$ cat src/design/rpwa_pkg.sv
// rpwa_pkg: shared widths, codes and constants for the rotated pixel write address block
// no dependencies; used by the channel interfaces and the top level

package rpwa_pkg;

   localparam int POS_W       = 16;
   localparam int COLOR_W     = 4;
   localparam int ADDR_W      = 21;
   localparam int BYTE_W      = 8;
   localparam int CSR_DATA_W  = 12;
   localparam int CSR_INDEX_W = 3;

   localparam logic [CSR_DATA_W-1:0] PANEL_WIDTH_RESET  = 12'd1024;
   localparam logic [CSR_DATA_W-1:0] PANEL_HEIGHT_RESET = 12'd768;

   localparam logic [BYTE_W-1:0] NIB_LO_MASK = 8'h0F;
   localparam logic [BYTE_W-1:0] NIB_HI_MASK = 8'hF0;
   localparam int GRAY_COLOR_W = 3;

   typedef enum logic [CSR_INDEX_W-1:0] {
      CSR_PANEL_WIDTH  = 3'd0,
      CSR_PANEL_HEIGHT = 3'd1,
      CSR_ROTATION     = 3'd2,
      CSR_GRAY_MODE    = 3'd3,
      CSR_MIRROR_X     = 3'd4,
      CSR_NIBBLE_SWAP  = 3'd5
   } csr_index_type;

   typedef enum logic [1:0] {
      ROT_0   = 2'd0,
      ROT_90  = 2'd1,
      ROT_180 = 2'd2,
      ROT_270 = 2'd3
   } rot_type;

endpackage

$ cat src/design/rpwa_if.sv
// rpwa_req_if / rpwa_rsp_if: valid/ready channels for pixel words and write words
// depends on rpwa_pkg for field widths

interface rpwa_req_if;
   logic                                 valid;
   logic                                 ready;
   logic signed [rpwa_pkg::POS_W-1:0]    pos_x;
   logic signed [rpwa_pkg::POS_W-1:0]    pos_y;
   logic        [rpwa_pkg::COLOR_W-1:0]  pixel_color;

   modport source (output valid, output pos_x, output pos_y, output pixel_color, input ready);
   modport sink   (input valid, input pos_x, input pos_y, input pixel_color, output ready);
endinterface

interface rpwa_rsp_if;
   logic                                valid;
   logic                                ready;
   logic                                write_enable;
   logic [rpwa_pkg::ADDR_W-1:0]         byte_address;
   logic [rpwa_pkg::BYTE_W-1:0]         write_mask;
   logic [rpwa_pkg::BYTE_W-1:0]         write_data;

   modport source (output valid, output write_enable, output byte_address,
                   output write_mask, output write_data, input ready);
   modport sink   (input valid, input write_enable, input byte_address,
                   input write_mask, input write_data, output ready);
endinterface

$ cat src/design/rotated_pixel_write_address.sv
// rotated_pixel_write_address: clips a logical pixel, rotates/mirrors it onto the panel
// and produces a masked framebuffer byte write; depends on rpwa_pkg and rpwa_if
// words are registered in the clip/remap stage, then in the address stage that drives rsp
// one word per cycle unless stalled; the address stage holds the single row-stride multiplier
// both stages keep accepting while downstream is stalled until each holds a word
// reset (synchronous, active high) empties both stages and loads the register reset values

module rotated_pixel_write_address #(
   parameter int MAX_DIM = 2048
) (
   input  logic                               clock,
   input  logic                               reset,
   input  logic                               csr_write_enable,
   input  logic [rpwa_pkg::CSR_INDEX_W-1:0]   csr_index,
   input  logic [rpwa_pkg::CSR_DATA_W-1:0]    csr_write_data,
   rpwa_req_if.sink                           req,
   rpwa_rsp_if.source                         rsp
);
   import rpwa_pkg::*;

   localparam int DIM_W  = $clog2(MAX_DIM + 1);
   localparam int CRD_W  = $clog2(MAX_DIM);
   localparam int EXT_W  = CSR_DATA_W + 1;
   localparam int PROD_W = CRD_W + DIM_W + 1;

   // configuration registers
   logic [CSR_DATA_W-1:0] panel_width_ff, panel_height_ff;
   rot_type               rotation_ff;
   logic                  gray_mode_ff, mirror_x_ff, nibble_swap_ff;

   always_ff @(posedge clock) begin
      if (reset) begin
         panel_width_ff  <= PANEL_WIDTH_RESET;
         panel_height_ff <= PANEL_HEIGHT_RESET;
         rotation_ff     <= ROT_0;
         gray_mode_ff    <= 1'b0;
         mirror_x_ff     <= 1'b0;
         nibble_swap_ff  <= 1'b0;
      end else if (csr_write_enable) begin
         case (csr_index_type'(csr_index))
            CSR_PANEL_WIDTH:  panel_width_ff  <= csr_write_data;
            CSR_PANEL_HEIGHT: panel_height_ff <= csr_write_data;
            CSR_ROTATION:     rotation_ff     <= rot_type'(csr_write_data[1:0]);
            CSR_GRAY_MODE:    gray_mode_ff    <= csr_write_data[0];
            CSR_MIRROR_X:     mirror_x_ff     <= csr_write_data[0];
            CSR_NIBBLE_SWAP:  nibble_swap_ff  <= csr_write_data[0];
            default: ;
         endcase
      end
   end

   // effective dimensions, saturated at MAX_DIM
   logic [EXT_W-1:0] w_ext, h_ext;
   logic [DIM_W-1:0] eff_w, eff_h, log_w, log_h, w_m1, h_m1;

   always_comb begin
      w_ext = {1'b0, panel_width_ff};
      h_ext = {1'b0, panel_height_ff};
      eff_w = (w_ext > EXT_W'(MAX_DIM)) ? DIM_W'(MAX_DIM) : DIM_W'(w_ext);
      eff_h = (h_ext > EXT_W'(MAX_DIM)) ? DIM_W'(MAX_DIM) : DIM_W'(h_ext);
      log_w = rotation_ff[0] ? eff_h : eff_w;
      log_h = rotation_ff[0] ? eff_w : eff_h;
      w_m1  = eff_w - DIM_W'(1);
      h_m1  = eff_h - DIM_W'(1);
   end

   // handshake: each stage takes a word when empty or when it drains this cycle
   logic a_valid_ff, b_valid_ff;
   logic a_ready, b_ready;

   assign b_ready   = !b_valid_ff || rsp.ready;
   assign a_ready   = !a_valid_ff || b_ready;
   assign req.ready = a_ready;

   // stage a: clip and remap to physical coordinates
   logic [POS_W-1:0]   x_bits, y_bits;
   logic [CRD_W-1:0]   ux, uy, rot_px, px_in, py_in;
   logic               keep_in;
   logic [CRD_W-1:0]   a_px_ff, a_py_ff;
   logic               a_keep_ff;
   logic [COLOR_W-1:0] a_color_ff;

   always_comb begin
      x_bits  = req.pos_x;
      y_bits  = req.pos_y;
      keep_in = !x_bits[POS_W-1] && !y_bits[POS_W-1]
                && (x_bits < POS_W'(log_w)) && (y_bits < POS_W'(log_h));
      ux = x_bits[CRD_W-1:0];
      uy = y_bits[CRD_W-1:0];
      case (rotation_ff)
         ROT_0: begin
            rot_px = ux;
            py_in  = uy;
         end
         ROT_90: begin
            rot_px = uy;
            py_in  = CRD_W'(h_m1 - DIM_W'(ux));
         end
         ROT_180: begin
            rot_px = CRD_W'(w_m1 - DIM_W'(ux));
            py_in  = CRD_W'(h_m1 - DIM_W'(uy));
         end
         ROT_270: begin
            rot_px = CRD_W'(w_m1 - DIM_W'(uy));
            py_in  = ux;
         end
         default: begin
            rot_px = ux;
            py_in  = uy;
         end
      endcase
      px_in = mirror_x_ff ? CRD_W'(w_m1 - DIM_W'(rot_px)) : rot_px;
   end

   always_ff @(posedge clock) begin
      if (reset) begin
         a_valid_ff <= 1'b0;
      end else if (a_ready) begin
         a_valid_ff <= req.valid;
      end
   end

   always_ff @(posedge clock) begin
      if (req.valid && a_ready) begin
         a_keep_ff  <= keep_in;
         a_px_ff    <= px_in;
         a_py_ff    <= py_in;
         a_color_ff <= req.pixel_color;
      end
   end

   // stage b: linear address, mask and data
   logic [DIM_W-1:0]        stride;
   logic [CRD_W-1:0]        offs;
   logic [CRD_W+DIM_W-1:0]  row_base;
   logic [PROD_W-1:0]       linear;
   logic                    slot;
   logic [ADDR_W-1:0]       addr_in;
   logic [BYTE_W-1:0]       mask_in, data_in;
   logic                    b_we_ff;
   logic [ADDR_W-1:0]       b_addr_ff;
   logic [BYTE_W-1:0]       b_mask_ff, b_data_ff;

   always_comb begin
      stride   = gray_mode_ff ? (eff_w >> 1) : eff_w;
      offs     = gray_mode_ff ? (a_px_ff >> 1) : a_px_ff;
      row_base = a_py_ff * stride;
      linear   = PROD_W'(row_base) + PROD_W'(offs);
      slot     = a_px_ff[0] ^ nibble_swap_ff;
      if (gray_mode_ff) begin
         addr_in = ADDR_W'(linear);
         mask_in = slot ? NIB_HI_MASK : NIB_LO_MASK;
         data_in = slot ? {1'b0, a_color_ff[GRAY_COLOR_W-1:0], 4'b0000}
                        : {5'b00000, a_color_ff[GRAY_COLOR_W-1:0]};
      end else begin
         addr_in = ADDR_W'(linear >> 3);
         mask_in = BYTE_W'(1) << a_px_ff[2:0];
         data_in = (a_color_ff != '0) ? mask_in : '0;
      end
      // clipped pixels give an all-zero write
      if (!a_keep_ff) begin
         addr_in = '0;
         mask_in = '0;
         data_in = '0;
      end
   end

   always_ff @(posedge clock) begin
      if (reset) begin
         b_valid_ff <= 1'b0;
      end else if (b_ready) begin
         b_valid_ff <= a_valid_ff;
      end
   end

   always_ff @(posedge clock) begin
      if (a_valid_ff && b_ready) begin
         b_we_ff   <= a_keep_ff;
         b_addr_ff <= addr_in;
         b_mask_ff <= mask_in;
         b_data_ff <= data_in;
      end
   end

   assign rsp.valid        = b_valid_ff;
   assign rsp.write_enable = b_we_ff;
   assign rsp.byte_address = b_addr_ff;
   assign rsp.write_mask   = b_mask_ff;
   assign rsp.write_data   = b_data_ff;

   // checks
   a_clip_zero: assert property (@(posedge clock) disable iff (reset)
      rsp.valid && !rsp.write_enable |->
         rsp.byte_address == '0 && rsp.write_mask == '0 && rsp.write_data == '0)
      else $error("clipped word carries a nonzero write");

   a_data_in_mask: assert property (@(posedge clock) disable iff (reset)
      rsp.valid |-> (rsp.write_data & ~rsp.write_mask) == '0)
      else $error("write data outside write mask");

   a_mono_mask: assert property (@(posedge clock) disable iff (reset)
      rsp.valid && rsp.write_enable && !gray_mode_ff |-> $onehot(rsp.write_mask))
      else $error("one-bit mode mask not a single bit");

   a_gray_mask: assert property (@(posedge clock) disable iff (reset)
      rsp.valid && rsp.write_enable && gray_mode_ff |->
         rsp.write_mask == NIB_HI_MASK || rsp.write_mask == NIB_LO_MASK)
      else $error("four-bit mode mask not a nibble");

   a_full_stall: assert property (@(posedge clock) disable iff (reset)
      a_valid_ff && b_valid_ff && !rsp.ready |-> !req.ready)
      else $error("input taken while both stages are full and stalled");

endmodule

$ cat src/flat_wrapper.sv
// flat-port wrapper written by rule: the top's interface ports become plain ports
module rotated_pixel_write_address_flat import rpwa_pkg::*;
#(
   parameter int MAX_DIM = 2048
)
  (clock, reset, csr_write_enable, csr_index, csr_write_data, req_valid, req_pos_x, req_pos_y, req_pixel_color, req_ready, rsp_valid, rsp_write_enable, rsp_byte_address, rsp_write_mask, rsp_write_data, rsp_ready);
  rpwa_req_if req_i ();
  rpwa_rsp_if rsp_i ();
  input  logic clock;
  input  logic reset;
  input  logic csr_write_enable;
  input  logic [rpwa_pkg::CSR_INDEX_W-1:0] csr_index;
  input  logic [rpwa_pkg::CSR_DATA_W-1:0] csr_write_data;
  input wire logic [$bits(req_i.valid)-1:0] req_valid;
  input wire logic [$bits(req_i.pos_x)-1:0] req_pos_x;
  input wire logic [$bits(req_i.pos_y)-1:0] req_pos_y;
  input wire logic [$bits(req_i.pixel_color)-1:0] req_pixel_color;
  output wire logic [$bits(req_i.ready)-1:0] req_ready;
  output wire logic [$bits(rsp_i.valid)-1:0] rsp_valid;
  output wire logic [$bits(rsp_i.write_enable)-1:0] rsp_write_enable;
  output wire logic [$bits(rsp_i.byte_address)-1:0] rsp_byte_address;
  output wire logic [$bits(rsp_i.write_mask)-1:0] rsp_write_mask;
  output wire logic [$bits(rsp_i.write_data)-1:0] rsp_write_data;
  input wire logic [$bits(rsp_i.ready)-1:0] rsp_ready;
  assign req_i.valid = req_valid;
  assign req_i.pos_x = req_pos_x;
  assign req_i.pos_y = req_pos_y;
  assign req_i.pixel_color = req_pixel_color;
  assign req_ready = req_i.ready;
  assign rsp_valid = rsp_i.valid;
  assign rsp_write_enable = rsp_i.write_enable;
  assign rsp_byte_address = rsp_i.byte_address;
  assign rsp_write_mask = rsp_i.write_mask;
  assign rsp_write_data = rsp_i.write_data;
  assign rsp_i.ready = rsp_ready;
  rotated_pixel_write_address #(.MAX_DIM(MAX_DIM)) u_core (.clock(clock), .reset(reset), .csr_write_enable(csr_write_enable), .csr_index(csr_index), .csr_write_data(csr_write_data), .req(req_i), .rsp(rsp_i));
endmodule
$ cat config.mk
export PLATFORM = sky130hd
export DESIGN_NAME = rotated_pixel_write_address_flat
export DESIGN_NICKNAME = d
export VERILOG_FILES = /design/src/design/rpwa_pkg.sv /design/src/design/rpwa_if.sv /design/src/design/rotated_pixel_write_address.sv /design/src/flat_wrapper.sv
export SDC_FILE = /design/constraint.sdc
export NUM_CORES = 1
export LEC_CHECK = 0
export BUFFER_PORTS_ARGS = -buffer_cell sky130_fd_sc_hd__buf_2
export CORE_AREA = 2 2 187 225
export CTS_BUF_LIST = sky130_fd_sc_hd__clkbuf_8
export DETAILED_ROUTE_END_ITERATION = 10
export DIE_AREA = 0 0 189 227
export PLACE_DENSITY_LB_ADDON = 0.05
export SLEW_MARGIN = 20
export SYNTH_ARGS = -nofsm -noshare
export SYNTH_HDL_FRONTEND = slang
export SYNTH_SLANG_ARGS = --single-unit
$ cat constraint.sdc
create_clock -name clock -period 6.6 [get_ports clock]
set_input_delay 1.32 -clock clock [delete_from_list [all_inputs] [get_ports clock]]
set_output_delay 1.32 -clock clock [all_outputs]
set_load 0.03 [all_outputs]
; After elaboration in Yosys (flattened, before gate mapping)
; Cells that the tools add are included.
[word_totals]
output_inout_bits = 40
wordCells = 74
regBits = 96
input_bits = 56
[classes]
n_shift = 1
eq_ne = 8
n_reduce_logical = 20
mul = 1
n_lt_le_gt_ge = 4
n_addsub = 8
mux = 15
n_bitwise = 1
[op_table]
columns = op, count
row1 = one-hot mux 11 bit (4 select lines), 2
row2 = two-way mux 12 bit, 5
row3 = subtractor 11 bit, 5
row4 = < comparator 16 x 12 -> 1 bit, 2
row5 = two-way mux 8 bit, 4
row6 = adder 23 x 11 -> 24 bit, 1
row7 = > comparator 12 bit (second input constant), 2
row8 = multiplier 11 x 12 -> 23 bit, 1
row9 = two-way mux 11 bit, 2
row10 = subtractor 11 x 1 -> 11 bit (second input constant), 2
row11 = two-way mux 21 bit, 1
row12 = AND reduction 2 bit, 6
row13 = << shifter 1 x 3 -> 8 bit (first input constant), 1
row14 = two-way mux 7 bit, 1
row15 = == test 3 x 2 -> 1 bit (second input constant), 2
row16 = == test 3 bit (second input constant), 2
row17 = logical AND 1 bit, 5
row18 = == test 2 bit (second input constant), 2
row19 = zero test 1 bit, 4
row20 = nonzero test 4 bit, 1
row21 = == test 3 x 1 -> 1 bit (second input constant), 1
row22 = zero test 3 bit, 1
row23 = == test 2 x 1 -> 1 bit (second input constant), 1
row24 = zero test 2 bit, 1
row25 = other kinds (2), 3

; Depth between registers and ports, before layout
[depth]
depth_word = 7
mapped_depth = 26
depth_no_buf = 24

; Worst setup path before layout
; No wires, ideal clock.
[synth_path]
path_kind = reg-to-reg
start = register u_core.panel_width_ff[6]
end = register u_core.b_addr_ff[20] (netlist: u_core.rsp.byte_address[20]) (data pin)
setup_ns = 0.274
slack_ns = 0.212
n_path_buf = 2
required_time_ns = 6.326
synth_period_minus_slack_ns = 6.388
arrival_time_ns = 6.114
path_stages_with_launch = 25
path_cell_list = dfxtp_1 buf_6 nor4_4 nand3_1 nor3_1 nor2_1 nor2_1 clkbuf_1 nand2_1 fa_1 inv_1 fa_1 fa_1 fa_1 inv_1 fa_1 inv_1 ha_1 a211oi_1 or3b_2 a31o_2 nand2_1 o21ai_0 xnor2_1 o221ai_1
[synth_between]
elab_chain_cells = 6
[synth_rtl]
columns = item, line
row1 = "start, declared", rotated_pixel_write_address.sv:27  ; logic [CSR_DATA_W-1:0] panel_width_ff, panel_height_ff;
row2 = "start signal, assigned", rotated_pixel_write_address.sv:41  ; CSR_PANEL_WIDTH: panel_width_ff <= csr_write_data;
row3 = > comparator 12 bit, rotated_pixel_write_address.sv:59  ; eff_w = (w_ext > EXT_W'(MAX_DIM)) ? DIM_W'(MAX_DIM) : DIM_W'(w_ext);
row4 = two-way mux 12 bit *, rotated_pixel_write_address.sv:59
row5 = two-way mux 12 bit *, rotated_pixel_write_address.sv:145  ; stride = gray_mode_ff ? (eff_w >> 1) : eff_w;
row6 = multiplier 11 x 12 -> 23 bit *, rotated_pixel_write_address.sv:147  ; row_base = a_py_ff * stride;
row7 = adder 23 x 11 -> 24 bit *, rotated_pixel_write_address.sv:148  ; linear = PROD_W'(row_base) + PROD_W'(offs);
row8 = two-way mux 21 bit *, rotated_pixel_write_address.sv:150  ; if (gray_mode_ff) begin
row9 = "end signal, assigned", rotated_pixel_write_address.sv:179  ; b_addr_ff <= addr_in;
row10 = "end, declared", rotated_pixel_write_address.sv:141  ; logic [ADDR_W-1:0] b_addr_ff;
; Every way passes the cells marked *; elsewhere a longest branch is shown, timed or not.
; A chain may end at the register's enable or synchronous reset.

; Worst setup path in the final report
[layout_path]
start = register u_core.panel_width_ff[8]
end = register u_core.b_addr_ff[20] (netlist: u_core.rsp.byte_address[20]) (data pin)
; Same word-level chain as after synthesis.

==> flow_metrics.tcl <==
set metrics [dict create \
    ir_drop_uv 90.6 \
    synthMuxAreaShare_pct 4.34 \
    synthesis.nets 1696 \
    die_w_um 189 \
    synth_edf_count 65 \
    design.die.area_um2 42900 \
    totalPowerFinal_mw 1.94 \
    grt_start_max_net_pins 39 \
    synth-adder-area-share_pct 30.0 \
    cts_tree "done" \
    final_area_um2 13800 \
    die_h_um 227 \
    synthDistinctLibCells 72 \
    syn_to_final_growth_pct 14.3 \
    end_kind "register" \
    grt_overflow 0 \
    syn_inst 1413 \
    core-area_um2 40600 \
    num_vias 9974 \
    finalSetupViolations 0 \
    cp-start-kind "register" \
    clkLatencyLatePin_ps 430 \
    final_cells 2061 \
    holdWs_ps 487 \
    relSlewSlack_pct 49.4 \
    grt_pass1_wl_mm 58.4 \
    fp-row-count 81 \
    yosys_warnings 0 \
    p_per_area_nw_per_um2 141 \
    crit_type "register to register" \
    wl_mm 37.4 \
    dr.max_layer_used "met4" \
    antenna_found_initial 0 \
    maxCapViolCount 0 \
    grt_pass1_vias 10200 \
    nNetsFinal 1800 \
    yosysSeqAreaShare_pct 21.3 \
    synth_area_leaders "fa_1, edfxtp_1, ha_1" \
    fin_crit_sh_pct 95.3 \
    drtPass1Iterations 5 \
    synthArstFlopShare_pct 0 \
    place_congestion 0.837 \
    syn_area_um2 12100 \
    met1_length_mm 16.4 \
    htree_levels 3 \
    avgSynthCellArea_um2 8.54 \
    start_util_pct 29.7 \
    detail_route.vias_per_cell 4.84 \
    fin_crit_ps 6290 \
    worstPathCellList "nor4_4 > nand3_2 > nor3_4 > nor2_4 > nor2_2 > buf_4 > buf_4 > nand2_1 > fa_1 > inv_1 > fa_1 > fa_1 > fa_1 > inv_1 > fa_1 > inv_1 > ha_1 > a211oi_2 > or3b_2 > a31o_2 > nand2_1 > o21ai_1 > xnor2_1 > o221ai_1" \
    hold_buffers 0 \
    max_stage_delay_ps 550 \
    wl_per_cell_um 18.1 \
    synthFlopType "edfxtp_1" \
    slew_violations 0 \
    final_cell_mix "nand2_1, inv_1, ha_1" \
    dp_hpwl_mm 31.2 \
    tns_ps 0 \
    drc 0 \
    leakage_nw 6.06 \
    hold_path.class "register to register" \
    io_pins 96 \
    critPathArrivalTime_ps 6460 \
    port_buffers 95 \
    clockBufferDepth 2 \
    drt_iter0_drc 371 \
    detail-route-antenna-nets 0 \
    numClockSinks 96 \
    cp_max_fo 8 \
    diodes 0 \
    ys_seq_elements 96 \
    synth_compound_area_share_pct 15.1 \
    synth_top_area_share_pct 17.3 \
    yosys.area_share.simple_pct 19.1 \
    clockRootBuffer "clkbuf_8" \
    wl_met2_mm 19.1 \
    layout-drive-gt1-share_pct 14.3 \
    cp_slowest_cell "fa_1" \
    cts_buffers 9 \
    dpl.cell_count 2038 \
    yosys.area_share.xor_xnor_pct 3.05 \
    critPathRequiredTime_ps 6770 \
    clk_pin_slew_ps 120 \
    met3WireLength_um 850 \
    fmax_ghz 0.159 \
    place_area_um2 13400 \
    skew_ps 21.1 \
    hold_violations 0 \
    cpMostUsedCell "fa_1" \
    status "finished, final reports clean" \
    layout_commonest_cell "nand2_1" \
    synth_top_family_by_area "adder cells" \
    track_usage_pct 17.7 \
    tightest_slew_ps 748 \
    synth_largest_area_cell "fa_1" \
]
[worst paths after layout]
kind,to,slack (ps),cells after the start,startpoint
setup reg to reg,u_core.rsp.byte_address[20]$_SDFFCE_PN0P_,310,24,u_core.panel_width_ff[8]$_SDFFE_PP0P_
hold / removal,u_core.panel_height_ff[10]$_SDFFE_PP0P_,490,2,u_core.panel_height_ff[10]$_SDFFE_PP0P_
hold reg to reg,u_core.panel_height_ff[10]$_SDFFE_PP0P_,490,2,u_core.panel_height_ff[10]$_SDFFE_PP0P_
setup / recovery,u_core.rsp.byte_address[20]$_SDFFCE_PN0P_,310,24,u_core.panel_width_ff[8]$_SDFFE_PP0P_
[synthesized netlist by cell type (all sizes together) (4+ instances only)]
cell	n
fa	104
and2	52
clkbuf	58
xor2	17
xnor2	25
a211oi	7
nor4	6
o22ai	12
nor2b	22
buf	14
and3	21
a221o	4
o2111ai	6
ha	123
nor2	87
o21a	24
o41ai	5
a21oi	79
inv	152
a21o	16
nand4	6
a21boi	4
o31ai	4
nand3	18
nand2b	8
mux2i	49
or3	11
a31oi	10
edfxtp	65
nor3	28
dfxtp	31
o21ai	59
o211ai	11
nand2	213
a221oi	6
[routing by layer]
layer,GRT usage [%],vias to the layer above
li1,-,5031
met1,21.6,4772
met2,32.5,136
met3,1.93,35
met4,5.77,0
met5,0,-
[flip-flops by register name, indices dropped and copies added, names as in the netlist, 2 cells and up]
signal                   count
u_core.a_py_ff              11
u_core.rsp.write_data        8
u_core.panel_height_ff      12
u_core.rsp.byte_address     21
u_core.a_px_ff              11
u_core.panel_width_ff       12
u_core.rsp.write_mask        8
u_core.rotation_ff           2
u_core.a_color_ff            4
[worst max-delay path, delay by kind of cell, from the launching register on]
kind	cells	cell delay (ps)
AOI/OAI and AO/OA	4	710
buffers and inverters	5	400
DFF	1	360
adders and majority gates	6	2800
xor gates and xnor gates	1	220
and+or+nand+nor	8	1520
[kinds of logic after synthesis]
group,count (synthesis)
mux,52
buf+inv,227
flops,96
xor+xnor,42
fa+ha+maj,227
simple gates,488
compound gates,281
[report_power, final]
group | switching, mW | internal, mW | total, mW
clock network | 0.249 | 0.149 | 0.398
logic | 0.487 | 0.341 | 0.828
registers | 0.0399 | 0.679 | 0.719
[layout make-up]
| cell class | instances | area (µm²) |
|---|---|---|
| clock buffers | 9 | 124 |
| clock inverters | 7 | 67.6 |
| fillers | 4305 | 26800 |
| inverters | 155 | 582 |
| multi-input cells | 1090 | 8740 |
| flip-flops and latches | 96 | 2570 |
| well taps | 539 | 674 |
| repair buffers | 165 | 1040 |
[per-stage QoR]
stage / util, % / setup slack [ps]
final: 34.0 / 307
after global routing: 34.0 / -18.3
after CTS: 33.5 / 21.2
after detailed placement: 33.0 / 42.8
after global placement: 33.0 / 110
after floorplan: - / 212
[repair_timing]
item,4_1_cts,5_1_grt
buffers inserted,0,6
gates resized for setup,0,28
endpoints found under the setup margin,0,12
Note: power is estimated with default switching activity, not from simulation.
